`src/rtl/core/sle_pkg.sv`:
```
// Shared types, constants and key tables of the scan code line editor.
package sle_pkg;

  localparam int LINE_SIZE_DEF = 128;
  localparam int TERMINALS_DEF = 3;
  localparam int TAB_WIDTH     = 4;
  localparam int MAX_RESULTS   = 4;
  localparam int TAB_SPACES    = (TAB_WIDTH < MAX_RESULTS) ? TAB_WIDTH : MAX_RESULTS;
  localparam int RUN_W         = $clog2(MAX_RESULTS);
  localparam int CMDQ_DEPTH    = 4;  // power of two, pointers wrap naturally
  localparam int CMDQ_PTR_W    = $clog2(CMDQ_DEPTH);
  localparam int MAP_SIZE      = 60;

  typedef enum logic [2:0] {
    ACT_STORE    = 3'd0,
    ACT_ERASE    = 3'd1,
    ACT_LINE_END = 3'd2,
    ACT_CLEAR    = 3'd3,
    ACT_SWITCH   = 3'd4
  } action_t;

  // One queued command: the first result word plus how many more follow.
  typedef struct packed {
    action_t          action;
    logic [7:0]       char_code;
    logic [6:0]       position;
    logic [1:0]       terminal_id;
    logic [RUN_W-1:0] extra;
  } cmd_t;

  localparam logic [7:0] SC_LSHIFT    = 8'h2A;
  localparam logic [7:0] SC_RSHIFT    = 8'h36;
  localparam logic [7:0] SC_CTRL      = 8'h1D;
  localparam logic [7:0] SC_ALT       = 8'h38;
  localparam logic [7:0] SC_CAPS      = 8'h3A;
  localparam logic [7:0] SC_TAB       = 8'h0F;
  localparam logic [7:0] SC_BKSP      = 8'h0E;
  localparam logic [7:0] SC_ENTER     = 8'h1C;
  localparam logic [7:0] SC_L         = 8'h26;
  localparam logic [7:0] SC_LSHIFT_UP = 8'hAA;
  localparam logic [7:0] SC_RSHIFT_UP = 8'hB6;
  localparam logic [7:0] SC_ALT_UP    = 8'hB8;
  localparam logic [7:0] SC_CTRL_UP   = 8'h9D;
  localparam logic [7:0] SC_F1        = 8'h3B;
  localparam logic [7:0] SC_F2        = 8'h3C;
  localparam logic [7:0] SC_F3        = 8'h3D;

  localparam logic [7:0] CH_SPACE   = 8'h20;
  localparam logic [7:0] CH_NEWLINE = 8'h0A;
  localparam logic [7:0] CH_LOWER_A = 8'h61;
  localparam logic [7:0] CH_LOWER_Z = 8'h7A;
  localparam logic [7:0] CH_UPPER_A = 8'h41;
  localparam logic [7:0] CH_UPPER_Z = 8'h5A;

  localparam logic [7:0] KEY_BASE [MAP_SIZE] = '{
    8'h00, 8'h00, 8'h31, 8'h32, 8'h33, 8'h34, 8'h35, 8'h36,
    8'h37, 8'h38, 8'h39, 8'h30, 8'h2D, 8'h3D, 8'h08, 8'h00,
    8'h71, 8'h77, 8'h65, 8'h72, 8'h74, 8'h79, 8'h75, 8'h69,
    8'h6F, 8'h70, 8'h5B, 8'h5D, 8'h0A, 8'h00, 8'h61, 8'h73,
    8'h64, 8'h66, 8'h67, 8'h68, 8'h6A, 8'h6B, 8'h6C, 8'h3A,
    8'h27, 8'h60, 8'h00, 8'h5C, 8'h7A, 8'h78, 8'h63, 8'h76,
    8'h62, 8'h6E, 8'h6D, 8'h2C, 8'h2E, 8'h2F, 8'h00, 8'h00,
    8'h00, 8'h20, 8'h00, 8'h00
  };

  localparam logic [7:0] KEY_SHIFT [MAP_SIZE] = '{
    8'h00, 8'h00, 8'h21, 8'h40, 8'h23, 8'h24, 8'h25, 8'h5E,
    8'h26, 8'h2A, 8'h28, 8'h29, 8'h5F, 8'h2B, 8'h08, 8'h00,
    8'h51, 8'h57, 8'h45, 8'h52, 8'h54, 8'h59, 8'h55, 8'h49,
    8'h4F, 8'h50, 8'h7B, 8'h7D, 8'h0A, 8'h00, 8'h41, 8'h53,
    8'h44, 8'h46, 8'h47, 8'h48, 8'h4A, 8'h4B, 8'h4C, 8'h3B,
    8'h22, 8'h7E, 8'h00, 8'h7C, 8'h5A, 8'h58, 8'h43, 8'h56,
    8'h42, 8'h4E, 8'h4D, 8'h3C, 8'h3E, 8'h3F, 8'h00, 8'h00,
    8'h00, 8'h20, 8'h00, 8'h00
  };

endpackage

```
`src/rtl/core/sle_front.sv`:
```
// Front end: decodes scan codes, keeps key flags and line positions, issues commands.
module sle_front #(
  parameter int LINE_SIZE = sle_pkg::LINE_SIZE_DEF,
  parameter int TERMINALS = sle_pkg::TERMINALS_DEF
) (
  input  logic          clk,
  input  logic          rst_n,
  input  logic [7:0]    in_scan_code,
  input  logic          in_push,
  output logic          in_full,
  output sle_pkg::cmd_t cmd_data,
  output logic          cmd_push,
  input  logic          cmd_full
);

  localparam int PW = $clog2(LINE_SIZE);
  localparam int TW = (TERMINALS > 1) ? $clog2(TERMINALS) : 1;
  localparam int NW = sle_pkg::RUN_W + 1;

  logic          caps_r, caps_nxt;
  logic          lshift_r, lshift_nxt;
  logic          rshift_r, rshift_nxt;
  logic          ctrl_r, ctrl_nxt;
  logic          alt_r, alt_nxt;
  logic [TW-1:0] term_r, term_nxt;
  logic [PW-1:0] pos_r [TERMINALS];
  logic [PW-1:0] pos_nxt;

  logic          accept;
  logic          emit;
  logic [PW-1:0] cur_pos;
  logic [PW-1:0] room;
  logic [NW-1:0] tab_n;
  logic [7:0]    f_off;
  logic [1:0]    f_target;
  logic [5:0]    key_idx;
  logic [7:0]    key_base;
  logic [7:0]    key_shift;
  logic          shifted;
  logic          is_letter;
  logic          use_shift;
  logic          key_ok;
  logic [7:0]    key_char;

  function automatic logic [6:0] pos7(input logic [PW-1:0] p);
    logic [PW+6:0] w;
    w = {7'd0, p};
    return w[6:0];
  endfunction

  assign accept   = in_push && !cmd_full;
  assign in_full  = cmd_full;
  assign cur_pos  = pos_r[term_r];

  // tab fills up to LINE_SIZE-2, capped at the run length
  assign room     = PW'(LINE_SIZE - 2) - cur_pos;
  assign tab_n    = (room < PW'(sle_pkg::TAB_SPACES)) ? NW'(room) : NW'(sle_pkg::TAB_SPACES);

  assign f_off    = in_scan_code - sle_pkg::SC_F1;
  assign f_target = f_off[1:0];

  assign key_idx   = in_scan_code[5:0];
  assign key_base  = (in_scan_code < 8'(sle_pkg::MAP_SIZE)) ? sle_pkg::KEY_BASE[key_idx] : 8'd0;
  assign key_shift = (in_scan_code < 8'(sle_pkg::MAP_SIZE)) ? sle_pkg::KEY_SHIFT[key_idx] : 8'd0;
  assign shifted   = lshift_r || rshift_r;
  assign is_letter = key_base inside {[sle_pkg::CH_LOWER_A:sle_pkg::CH_LOWER_Z],
                                      [sle_pkg::CH_UPPER_A:sle_pkg::CH_UPPER_Z]};
  assign use_shift = is_letter ? (caps_r ^ shifted) : shifted;
  assign key_char  = use_shift ? key_shift : key_base;
  assign key_ok    = (cur_pos < PW'(LINE_SIZE - 1)) && (key_base != 8'd0);

  always_comb begin
    caps_nxt   = caps_r;
    lshift_nxt = lshift_r;
    rshift_nxt = rshift_r;
    ctrl_nxt   = ctrl_r;
    alt_nxt    = alt_r;
    term_nxt   = term_r;
    pos_nxt    = cur_pos;
    emit       = 1'b0;
    cmd_data   = '0;
    cmd_data.action      = sle_pkg::ACT_STORE;
    cmd_data.position    = pos7(cur_pos);
    cmd_data.terminal_id = 2'(term_r);
    case (in_scan_code)
      sle_pkg::SC_LSHIFT:    lshift_nxt = 1'b1;
      sle_pkg::SC_RSHIFT:    rshift_nxt = 1'b1;
      sle_pkg::SC_CTRL:      ctrl_nxt   = 1'b1;
      sle_pkg::SC_ALT:       alt_nxt    = 1'b1;
      sle_pkg::SC_CAPS:      caps_nxt   = !caps_r;
      sle_pkg::SC_LSHIFT_UP: lshift_nxt = 1'b0;
      sle_pkg::SC_RSHIFT_UP: rshift_nxt = 1'b0;
      sle_pkg::SC_ALT_UP:    alt_nxt    = 1'b0;
      sle_pkg::SC_CTRL_UP:   ctrl_nxt   = 1'b0;
      sle_pkg::SC_TAB: begin
        if (cur_pos < PW'(LINE_SIZE - 2)) begin
          emit               = 1'b1;
          cmd_data.char_code = sle_pkg::CH_SPACE;
          cmd_data.extra     = sle_pkg::RUN_W'(tab_n - NW'(1));
          pos_nxt            = cur_pos + PW'(tab_n);
        end
      end
      sle_pkg::SC_BKSP: begin
        if (cur_pos != '0) begin
          emit              = 1'b1;
          pos_nxt           = cur_pos - PW'(1);
          cmd_data.action   = sle_pkg::ACT_ERASE;
          cmd_data.position = pos7(pos_nxt);
        end
      end
      sle_pkg::SC_ENTER: begin
        emit               = 1'b1;
        cmd_data.action    = sle_pkg::ACT_LINE_END;
        cmd_data.char_code = sle_pkg::CH_NEWLINE;
        cmd_data.position  = (cur_pos > PW'(LINE_SIZE - 1)) ? pos7(PW'(LINE_SIZE - 1))
                                                             : pos7(cur_pos);
        pos_nxt            = '0;
      end
      sle_pkg::SC_F1, sle_pkg::SC_F2, sle_pkg::SC_F3: begin
        if (alt_r && (int'(f_target) < TERMINALS)) begin
          emit                 = 1'b1;
          term_nxt             = TW'(f_target);
          cmd_data.action      = sle_pkg::ACT_SWITCH;
          cmd_data.position    = '0;
          cmd_data.terminal_id = f_target;
        end
      end
      sle_pkg::SC_L: begin
        if (ctrl_r) begin
          emit              = 1'b1;
          cmd_data.action   = sle_pkg::ACT_CLEAR;
          cmd_data.position = '0;
        end else if (key_ok) begin
          emit               = 1'b1;
          cmd_data.char_code = key_char;
          pos_nxt            = cur_pos + PW'(1);
        end
      end
      default: begin
        if (key_ok) begin
          emit               = 1'b1;
          cmd_data.char_code = key_char;
          pos_nxt            = cur_pos + PW'(1);
        end
      end
    endcase
  end

  assign cmd_push = accept && emit;

  always_ff @(posedge clk) begin
    if (!rst_n) begin
      caps_r   <= 1'b0;
      lshift_r <= 1'b0;
      rshift_r <= 1'b0;
      ctrl_r   <= 1'b0;
      alt_r    <= 1'b0;
      term_r   <= '0;
      for (int i = 0; i < TERMINALS; i++) begin
        pos_r[i] <= '0;
      end
    end else if (accept) begin
      caps_r         <= caps_nxt;
      lshift_r       <= lshift_nxt;
      rshift_r       <= rshift_nxt;
      ctrl_r         <= ctrl_nxt;
      alt_r          <= alt_nxt;
      term_r         <= term_nxt;
      pos_r[term_r]  <= pos_nxt;
    end
  end

endmodule

```
`src/rtl/core/sle_cmd_fifo.sv`:
```
// Short command queue between the decode front end and the result back end.
module sle_cmd_fifo (
  input  logic          clk,
  input  logic          rst_n,
  input  logic          push,
  input  sle_pkg::cmd_t wdata,
  output logic          full,
  input  logic          pop,
  output sle_pkg::cmd_t rdata,
  output logic          empty
);

  localparam int PTR_W = sle_pkg::CMDQ_PTR_W;

  sle_pkg::cmd_t    mem_r [sle_pkg::CMDQ_DEPTH];
  logic [PTR_W-1:0] wr_ptr_r, rd_ptr_r;
  logic [PTR_W:0]   cnt_r;
  logic             do_push, do_pop;

  assign full    = (cnt_r == (PTR_W + 1)'(sle_pkg::CMDQ_DEPTH));
  assign empty   = (cnt_r == '0);
  assign do_push = push && !full;
  assign do_pop  = pop && !empty;
  assign rdata   = mem_r[rd_ptr_r];

  always_ff @(posedge clk) begin
    if (do_push) begin
      mem_r[wr_ptr_r] <= wdata;
    end
  end

  always_ff @(posedge clk) begin
    if (!rst_n) begin
      wr_ptr_r <= '0;
      rd_ptr_r <= '0;
      cnt_r    <= '0;
    end else begin
      if (do_push) wr_ptr_r <= wr_ptr_r + PTR_W'(1);
      if (do_pop)  rd_ptr_r <= rd_ptr_r + PTR_W'(1);
      case ({do_push, do_pop})
        2'b10:   cnt_r <= cnt_r + (PTR_W + 1)'(1);
        2'b01:   cnt_r <= cnt_r - (PTR_W + 1)'(1);
        default: cnt_r <= cnt_r;
      endcase
    end
  end

endmodule

```
`src/rtl/core/sle_back.sv`:
```
// Back end: expands queued commands into result words, one per cycle while out_pop takes them.
module sle_back (
  input  logic          clk,
  input  logic          rst_n,
  input  sle_pkg::cmd_t q_data,
  input  logic          q_empty,
  output logic          q_pop,
  output logic          out_empty,
  input  logic          out_pop,
  output logic [2:0]    out_action,
  output logic [7:0]    out_char_code,
  output logic [6:0]    out_position,
  output logic [1:0]    out_terminal_id,
  output logic          out_last_of_run
);

  sle_pkg::cmd_t cur_r, cur_nxt;
  logic          valid_r, valid_nxt;
  logic          last;
  logic          load;

  assign last = (cur_r.extra == '0);
  // refill when idle, or when the last word of the current run leaves
  assign load  = !q_empty && (!valid_r || (out_pop && last));
  assign q_pop = load;

  always_comb begin
    cur_nxt   = cur_r;
    valid_nxt = valid_r;
    if (load) begin
      cur_nxt   = q_data;
      valid_nxt = 1'b1;
    end else if (valid_r && out_pop) begin
      if (!last) begin
        cur_nxt.extra    = cur_r.extra - sle_pkg::RUN_W'(1);
        cur_nxt.position = cur_r.position + 7'd1;
      end else begin
        valid_nxt = 1'b0;
      end
    end
  end

  always_ff @(posedge clk) begin
    cur_r <= cur_nxt;
  end

  always_ff @(posedge clk) begin
    if (!rst_n) begin
      valid_r <= 1'b0;
    end else begin
      valid_r <= valid_nxt;
    end
  end

  assign out_empty       = !valid_r;
  assign out_action      = cur_r.action;
  assign out_char_code   = cur_r.char_code;
  assign out_position    = cur_r.position;
  assign out_terminal_id = cur_r.terminal_id;
  assign out_last_of_run = last;

endmodule

```
`src/rtl/core/scancode_line_editor_unit.sv`:
```
// A pushed scan code word passes through the command queue and the back end's run register.
// Throughput: one scan code per cycle while the command queue is not full; a tab gives one
//   result word per space (up to 4), one per cycle from the back end's run register while out_pop takes them.
// The four-entry command queue lets the front keep taking scan codes during a tab run.
// Reset: synchronous, active low; flags, active terminal, line positions and queues clear.
// Top level of the scan code line editor.
module scancode_line_editor_unit #(
  parameter int LINE_SIZE = sle_pkg::LINE_SIZE_DEF,
  parameter int TERMINALS = sle_pkg::TERMINALS_DEF
) (
  input  logic       clk,
  input  logic       rst_n,
  input  logic [7:0] in_scan_code,
  input  logic       in_push,
  output logic       in_full,
  output logic       out_empty,
  input  logic       out_pop,
  output logic [2:0] out_action,
  output logic [7:0] out_char_code,
  output logic [6:0] out_position,
  output logic [1:0] out_terminal_id,
  output logic       out_last_of_run
);

  // front -> queue
  sle_pkg::cmd_t fq_data;
  logic          fq_push;
  logic          fq_full;
  // queue -> back
  sle_pkg::cmd_t qb_data;
  logic          qb_pop;
  logic          qb_empty;

  // Front end: every scan code word is classified in its accept cycle. Key
  // flags, the active terminal and the per-terminal line positions update
  // here, so the next scan code sees them at once. Only codes that produce
  // results leave a command; a tab command carries its whole space run.
  sle_front #(
    .LINE_SIZE (LINE_SIZE),
    .TERMINALS (TERMINALS)
  ) u_front (
    .clk          (clk),
    .rst_n        (rst_n),
    .in_scan_code (in_scan_code),
    .in_push      (in_push),
    .in_full      (in_full),
    .cmd_data     (fq_data),
    .cmd_push     (fq_push),
    .cmd_full     (fq_full)
  );

  // Decoupling queue: input backpressure only when it is full.
  sle_cmd_fifo u_cmdq (
    .clk   (clk),
    .rst_n (rst_n),
    .push  (fq_push),
    .wdata (fq_data),
    .full  (fq_full),
    .pop   (qb_pop),
    .rdata (qb_data),
    .empty (qb_empty)
  );

  // Back end: its run register drives the result ports directly and reloads
  // from the queue in the same cycle the last word of a run is popped.
  sle_back u_back (
    .clk             (clk),
    .rst_n           (rst_n),
    .q_data          (qb_data),
    .q_empty         (qb_empty),
    .q_pop           (qb_pop),
    .out_empty       (out_empty),
    .out_pop         (out_pop),
    .out_action      (out_action),
    .out_char_code   (out_char_code),
    .out_position    (out_position),
    .out_terminal_id (out_terminal_id),
    .out_last_of_run (out_last_of_run)
  );

endmodule

```
`config.mk`:
```
export PLATFORM = sky130hd
export DESIGN_NAME = scancode_line_editor_unit
export DESIGN_NICKNAME = d
export VERILOG_FILES = /design/src/rtl/core/sle_pkg.sv /design/src/rtl/core/sle_front.sv /design/src/rtl/core/sle_cmd_fifo.sv /design/src/rtl/core/sle_back.sv /design/src/rtl/core/scancode_line_editor_unit.sv
export SDC_FILE = /design/constraint.sdc
export NUM_CORES = 1
export LEC_CHECK = 0
export BUFFER_PORTS_ARGS = -buffer_cell sky130_fd_sc_hd__buf_4
export CAP_MARGIN = 20
export CORE_ASPECT_RATIO = 1.75
export CORE_UTILIZATION = 25
export CTS_CLUSTER_DIAMETER = 50
export DETAILED_ROUTE_END_ITERATION = 8
export PLACE_DENSITY_LB_ADDON = 0.1
export SLEW_MARGIN = 15
export SYNTH_ARGS = -nofsm -noshare
export SYNTH_HDL_FRONTEND = slang
export SYNTH_SLANG_ARGS = --single-unit
```
`constraint.sdc`:
```
create_clock -name clk -period 8.3 [get_ports clk]
set_input_delay 1.66 -clock clk [delete_from_list [all_inputs] [get_ports clk]]
set_output_delay 1.66 -clock clk [all_outputs]
set_load 0.01 [all_outputs]
```
==> results of run 1 <==
==> through the flow <==
| step | instance area, um2 | instances | setup slack, ns | hold WS [ns] |
|---|---|---|---|---|
| floorplan | 8710 | 761 | 3.28 | 0.444 |
| global placement | 9210 | 1197 | 2.24 | 0.457 |
| detailed placement | 9210 | 1197 | 2.18 | 0.473 |
| CTS | 9780 | 1229 | 2.64 | 0.479 |
| global route | 9810 | 1231 | 2.34 | 0.496 |
| finish | 9810 | 1231 | 2.59 | 0.474 |
==> worst register-to-register path: stages, from the launching register on <==
cell      delay [ns]
dfxtp_1         0.64
mux4_2          0.73
inv_1           0.32
ha_1            0.21
a21oi_1         0.05
nor2_1          0.26
nand2_1         0.17
nand2_1         0.36
a31oi_1         0.38
inv_1           0.14
ha_1            0.19
inv_1           0.07
fa_1            0.39
xor2_1          0.16
or3_1           0.30
a21boi_0        0.15
==> how the worst max path moves through the flow <==
stage,start,endpoint,slack [ns],cells after the start
2_1_floorplan,in_scan_code[0],u_cmdq.cnt_r[2]$_SDFFE_PN0P_,3.28,18
3_5_place_dp,in_scan_code[0],u_cmdq.mem_r[2][16]$_DFFE_PP_,2.18,11
6_report,in_scan_code[0],u_cmdq.cnt_r[2]$_SDFFE_PN0P_,2.59,16
3_3_place_gp,in_scan_code[0],u_cmdq.cnt_r[2]$_SDFFE_PN0P_,2.24,16
4_1_cts,in_scan_code[0],u_cmdq.cnt_r[2]$_SDFFE_PN0P_,2.64,16
5_1_grt,in_scan_code[0],u_cmdq.cnt_r[2]$_SDFFE_PN0P_,2.34,16
==> placed cells by master, fill, tap and decap left out, types with 4 or more instances in the layout <==
| master | count |
|---|---|
| a31oi_1 | 8 |
| or2_2 | 4 |
| o21a_1 | 6 |
| dfxtp_1 | 19 |
| and2_1 | 17 |
| nand4_1 | 8 |
| mux2i_1 | 10 |
| inv_1 | 30 |
| nand2_1 | 52 |
| clkinvlp_4 | 4 |
| o31ai_1 | 4 |
| nor3b_1 | 5 |
| mux2_2 | 5 |
| ha_1 | 24 |
| o22ai_1 | 5 |
| a211oi_1 | 4 |
| or3_1 | 7 |
| inv_6 | 4 |
| nand2b_1 | 7 |
| and3_1 | 8 |
| nor2_1 | 65 |
| nand3b_1 | 5 |
| xnor2_1 | 12 |
| nor2b_1 | 13 |
| o21ai_1 | 7 |
| o21ai_0 | 38 |
| nor3_1 | 16 |
| a21oi_1 | 33 |
| clkbuf_16 | 17 |
| xor2_1 | 4 |
| buf_4 | 40 |
| o221ai_1 | 5 |
| mux4_2 | 27 |
| nand3_1 | 24 |
| edfxtp_1 | 133 |
| o311ai_1 | 4 |
| o211ai_1 | 13 |
| a22oi_1 | 4 |
==> cell usage after synthesis (4+ instances only) <==
cell,n,area share
dfxtp_1,19,0.044
nand2b_1,7,0.0050
o21a_1,6,0.0052
nor2b_1,13,0.0093
buf_6,4,0.0052
mux4_2,27,0.070
mux2i_1,10,0.011
o21ai_0,38,0.022
ha_1,24,0.034
nor3_1,16,0.0092
a31oi_1,8,0.0057
buf_2,12,0.0069
o22ai_1,5,0.0036
or2_2,4,0.0029
o221ai_1,5,0.0050
inv_1,30,0.013
a211oi_1,4,0.0034
o211ai_1,13,0.011
mux2_2,5,0.0065
nand3_1,24,0.014
nand4_1,8,0.0057
edfxtp_1,133,0.46
and3_1,8,0.0057
a21oi_1,33,0.019
clkbuf_1,18,0.0078
and2_1,17,0.012
o311ai_1,4,0.0040
or3_1,7,0.0050
buf_4,25,0.022
nor3b_1,5,0.0043
buf_1,4,0.0017
nand3b_1,5,0.0043
a22oi_1,4,0.0034
nor2_1,66,0.028
xor2_1,4,0.0040
o31ai_1,4,0.0034
o21ai_1,7,0.0040
nand2_1,52,0.022
xnor2_1,12,0.012
==> power breakdown <==
part	switching, mW	internal [mW]	total, mW
sequential	0.0381	0.958	0.996
clock	0.326	0.418	0.745
combinational	0.361	0.251	0.612
total	0.725	1.63	2.35
==> cells by family (layout without fill, tap and decap cells) <==
logic type | Yosys count | in the layout | synth area share
and+or+nand+nor | 250 | 250 | 0.149
AOI/OAI and AO/OA | 175 | 175 | 0.142
DFF | 152 | 152 | 0.502
buffers and inverters | 97 | 107 | 0.0579
muxes | 44 | 44 | 0.0938
adders and majority gates | 25 | 25 | 0.0368
xor gates and xnor gates | 17 | 17 | 0.0180
other | 1 | 1 | 0.000431
==> per-layer routing <==
layer  track usage  part of all wire  vias up  wire length (um)
li1              -                 -     2867                 -
met2         0.267              0.54      189             13500
met1         0.154              0.37     3078              9320
met4         0.106             0.062        0              1560
met5             0                 0        -                 0
met3        0.0244             0.030       67               750
==> sequential cells by signal (all words and copies together) (netlist names), 2 cells and up, named ones only <==
| name | flops |
|---|---|
| u_back.out_terminal_id | 2 |
| u_front.pos_r | 28 |
| u_cmdq.mem_r | 84 |
| u_back.out_position | 7 |
| u_cmdq.cnt_r | 3 |
| u_front.term_r | 2 |
| u_cmdq.rd_ptr_r | 2 |
| u_back.out_action | 3 |
| u_cmdq.wr_ptr_r | 2 |
| u_back.out_char_code | 7 |
| u_back.cur_r | 2 |
==> cell type report <==
class / instances / area (um2) / share of cell area
Clock buffer: 17 / 425 / 0.0434
Multi-Input combinational cell: 512 / 3830 / 0.391
Inverter: 33 / 124 / 0.0126
Sequential cell: 152 / 4370 / 0.446
Timing Repair Buffer: 42 / 330 / 0.0337
Clock inverter: 15 / 144 / 0.0147
Tap cell: 460 / 576 / 0.0587
==> impl_metrics.ini, run 1 <==
[critical_path]
r2r_end = u_cmdq.cnt_r[2]$_SDFFE_PN0P_
cp_num_buf_inv = 4
critPathCaptureType = register
critPathArrivalTime_ns = 6.08
cp-start-kind = primary input
cp_slowest_cell = o311ai_1
r2r_setup_slack_ns = 3.73
max_stage_delay_ns = 0.70
crit_chain = buf_4, inv_1, ha_1, nor2b_1, o21a_1, o311ai_1, nand4_1, o211ai_1, a31oi_1, inv_1, ha_1, inv_1, fa_1, xor2_1, or3_1, a21boi_0
crit_fanout = 16
critPathRequiredTime_ns = 8.66
path_class = primary input to register
reg2regPathDepth = 15
crit_top_cell = inv_1
critPathTopFamily = compound AO/OA/AOI/OAI gates

[logic_synthesis]
ys_seq_area_frac = 0.502
syn_avg_cell_area_um2 = 11.4
synth-edff-count = 133
synth_cell_types = 87
synth_nets = 798
ys.flop_type = edfxtp_1
netlist_instances = 761
synth.yosys.warnings = 0
async_flop_share = 0
synth_area_um2 = 8710
synth_seq_cells = 152

[sta]
timing.final.crit_share = 0.688
rsz0062_at_grt = false
final_max_slew_viol_count = 0
setup_viol = 0
worst_slew_pin_slew_ns = 0.926
skew_ns = 0.0109
setup_tns_ns = 0
slew-limit-headroom = 0.380
finalCriticalPeriod_ns = 5.71
fmax_mhz = 175
hold_viol_final = 0

[global_route]
grt_pass1_vias = 6396
grt_pass1_wl_um = 38700
grt_start_max_net_pins = 51
overflow = 0
antenna_found_initial = 0
grt_util_all_layers = 0.149

[clock_tree]
clk_latency_ns = 0.43
root_buffer = clkbuf_16
clockBufferDepth = 2
holdBufCountCts = 0
path_clk_slew_ns = 0.06
cts_resized = 0
cts_num_sinks = 152
cts_buffers = 17
cts_post_setup_buffers_inserted = 0
htreeDepth = 4
cts_tree = yes

[flow_run]
cap_violations = 0

[floorplan]
initial_core_util = 0.254
num_rows = 90
core_area_um2 = 34300
die_w_um = 143
die_h_um = 249
die-area_um2 = 35600
pin_count = 35

[routing]
viasPerCell = 5.04
drc = 0
wl_per_cell_um = 20.4
ant_nets = 0
drt-total-wl_um = 25200
detailroute.via_count = 6201
drt_pre_antenna_iters = 8
drtIter0Drc = 572

[finish]
finalNetCount = 795
area_growth_pct = 12.6
layout-drive-gt1-share = 0.173
utilization = 0.286
antenna-diode-count = 0
n_fill_cell = 3561

[outcome]
outcome = complete, no violations

[placement]
gp_congestion = 0.895
hpwl_um = 18800
port_buffers = 33

[power_and_ir_drop]
powerDensity_nw_per_um2 = 240
vdd_drop_max_mv = 0.106
total_power_mw = 2.35
power.leakage_nw = 3.30

[worst_hold_path]
holdPathStages = 2
hold_start = u_front.lshift_r$_SDFFE_PN0P_
hp-class = register to register
min_to = u_front.lshift_r$_SDFFE_PN0P_
No activity file was read; power rests on OpenSTA's default activity.
==> run 2, diff against run 1 <==
==> constraint.sdc (replaced) <==
create_clock -name clk -period 5.3 [get_ports clk]
set_input_delay 1.06 -clock clk [delete_from_list [all_inputs] [get_ports clk]]
set_output_delay 1.06 -clock clk [all_outputs]
set_load 0.01 [all_outputs]
==> run 2 against run 1 <==
Effect of this change: the run now ends with DRC left; clock power is 66% higher; non-clock buffer count increased by 16; via count is 0.39% lower; critical path depth is 2 higher; clock-buffer cell count did not move; first-iteration DRC count is 24% lower; largest power group unchanged.
==> impl_metrics.ini, run 2 (synthesis results as in run 1) <==
[finish]
layout-drive-gt1-share = 0.189
layout_commonest_cell = edfxtp_1
biggestRegsByFlops = u_cmdq.mem_r x84, u_front.pos_r x28
final_cell_mix = edfxtp_1 (133), nor2_1 (65), buf_4 (54)
finalNetCount = 811
utilization = 0.291
largest_register_ffs = 84
antenna-diode-count = 0
largest-register = u_cmdq.mem_r
area_growth_pct = 14.7

[critical_path]
path_class = primary input to register
critPathRequiredTime_ns = 5.66
critPathCaptureType = register
r2r_setup_slack_ns = 0.98
critPathArrivalTime_ns = 4.97
cp-start-kind = primary input
reg2regPathDepth = 16
r2r_end = u_cmdq.cnt_r[2]$_SDFFE_PN0P_
crit_fanout = 16

[outcome]
violations = DRC
outcome = finished with violations

[floorplan]
core_area_um2 = 34300
die-area_um2 = 35600
num_rows = 90
die_w_um = 143
pin_count = 35
initial_core_util = 0.254
die_h_um = 249

[clock_tree]
clk_latency_ns = 0.44
cts_tree = yes
path_clk_slew_ns = 0.06
root_buffer = clkbuf_16
cts_resized = 0
htreeDepth = 4
clockBufferDepth = 2
cts_num_sinks = 152
cts_post_setup_buffers_inserted = 0
cts_buffers = 17
holdBufCountCts = 0

[power_and_ir_drop]
clkPwrFrac = 0.328
vdd_drop_max_mv = 0.165
power.leakage_nw = 3.41
p_sw_frac = 0.298
powerDensity_nw_per_um2 = 377
power_frac_comb = 0.258
seqPwrFrac = 0.414
switchingPower_mw = 1.12
internal_power_mw = 2.64

[sta]
finalCriticalPeriod_ns = 4.62
worst_slew_pin_slew_ns = 0.953
rsz0062_at_grt = false
setup_tns_ns = 0
timing.final.crit_share = 0.871
slew-limit-headroom = 0.364
skew_ns = 0.00755
fmax_mhz = 217
hold_viol_final = 0
setup_viol = 0
final_max_slew_viol_count = 0

[flow_run]
cap_violations = 0

[routing]
drtIter0Drc = 437
detailroute.via_count = 6177
wl_per_cell_um = 20.3
drc = 2
ant_nets = 0
drt_pre_antenna_iters = 7
drt-total-wl_um = 25300
viasPerCell = 4.95

[global_route]
overflow = 0
grt_util_all_layers = 0.152
grt_start_max_net_pins = 40
antenna_found_initial = 0
grt_pass1_wl_um = 39400
grt_pass1_vias = 6610

[worst_hold_path]
holdPathStages = 2
hold_start = u_front.lshift_r$_SDFFE_PN0P_
hp-class = register to register
min_to = u_front.lshift_r$_SDFFE_PN0P_

[placement]
hpwl_um = 18900
gp_congestion = 0.871
port_buffers = 33
run 2: cell count changes in the layout (fill, tap and decap cells not counted), moves of 2 or more:
cell       before  now
buf_4          40   54
buf_12          0    4
buf_8           2    0
bufinv_16       1    3
clkinv_2        1    3
inv_8           2    0
run 2: worst max-delay path, cell delays in order:
cell and delay [ns]:
buf_4 0.20, inv_1 0.17, ha_1 0.49, o21ai_1 0.22, nor3b_1 0.07, o311a_1 0.34
a31oi_1 0.24, nand4_1 0.28, o211ai_1 0.27, a31oi_1 0.11, buf_4 0.19, inv_1 0.06
ha_1 0.16, inv_1 0.06, fa_1 0.37, xor2_1 0.16, or3_1 0.30, a21boi_0 0.19
run 2: final cells by class:
cell class | instances | area [um2]
Multi-Input combinational cell | 512 | 3830
Sequential cell | 152 | 4370
Tap cell | 460 | 576
Timing Repair Buffer | 58 | 485
Clock inverter | 15 | 175
Fill cell | 3540 | 24400
Clock buffer | 17 | 425
Inverter | 33 | 124
run 2: power by group through the flow:
stage               logic [mW]  registers [mW]  clock network, mW
floorplan                0.735            1.57                  0
global placement         0.991            1.58                  0
detailed placement       0.997            1.59                  0
CTS                       1.00            1.56               1.27
global route              1.09            1.58               1.31
finish                   0.972            1.56               1.24
run 2: how the worst max path moves through the flow:
stage	from	to	cells after the start
5_1_grt	in_scan_code[0]	u_cmdq.cnt_r[2]$_SDFFE_PN0P_	18
2_1_floorplan	in_scan_code[0]	u_cmdq.cnt_r[2]$_SDFFE_PN0P_	18
4_1_cts	in_scan_code[0]	u_cmdq.cnt_r[2]$_SDFFE_PN0P_	18
3_5_place_dp	in_scan_code[0]	u_cmdq.cnt_r[2]$_SDFFE_PN0P_	18
6_report	in_scan_code[0]	u_cmdq.cnt_r[2]$_SDFFE_PN0P_	18
3_3_place_gp	in_scan_code[0]	u_cmdq.cnt_r[2]$_SDFFE_PN0P_	18
run 2: per-stage QoR:
| stage | std cells | worst slack [ns] | hold WS (ns) | total power [mW] | area [um2] |
|---|---|---|---|---|---|
| 2_1_floorplan | 761 | 0.884 | 0.444 | 2.31 | 8710 |
| 3_3_place_gp | 1215 | 0.386 | 0.464 | 2.57 | 9390 |
| 3_5_place_dp | 1215 | 0.258 | 0.463 | 2.58 | 9390 |
| 4_1_cts | 1247 | 0.719 | 0.475 | 3.84 | 9990 |
| 5_1_grt | 1247 | 0.410 | 0.487 | 3.98 | 9990 |
| 6_report | 1247 | 0.684 | 0.471 | 3.77 | 9990 |
run 2: layer usage:
metal  global-route usage  part of all wire
met5                    0                 0
met4               0.0949             0.051
met3               0.0244             0.030
met2                0.278              0.55
met1                0.157              0.37
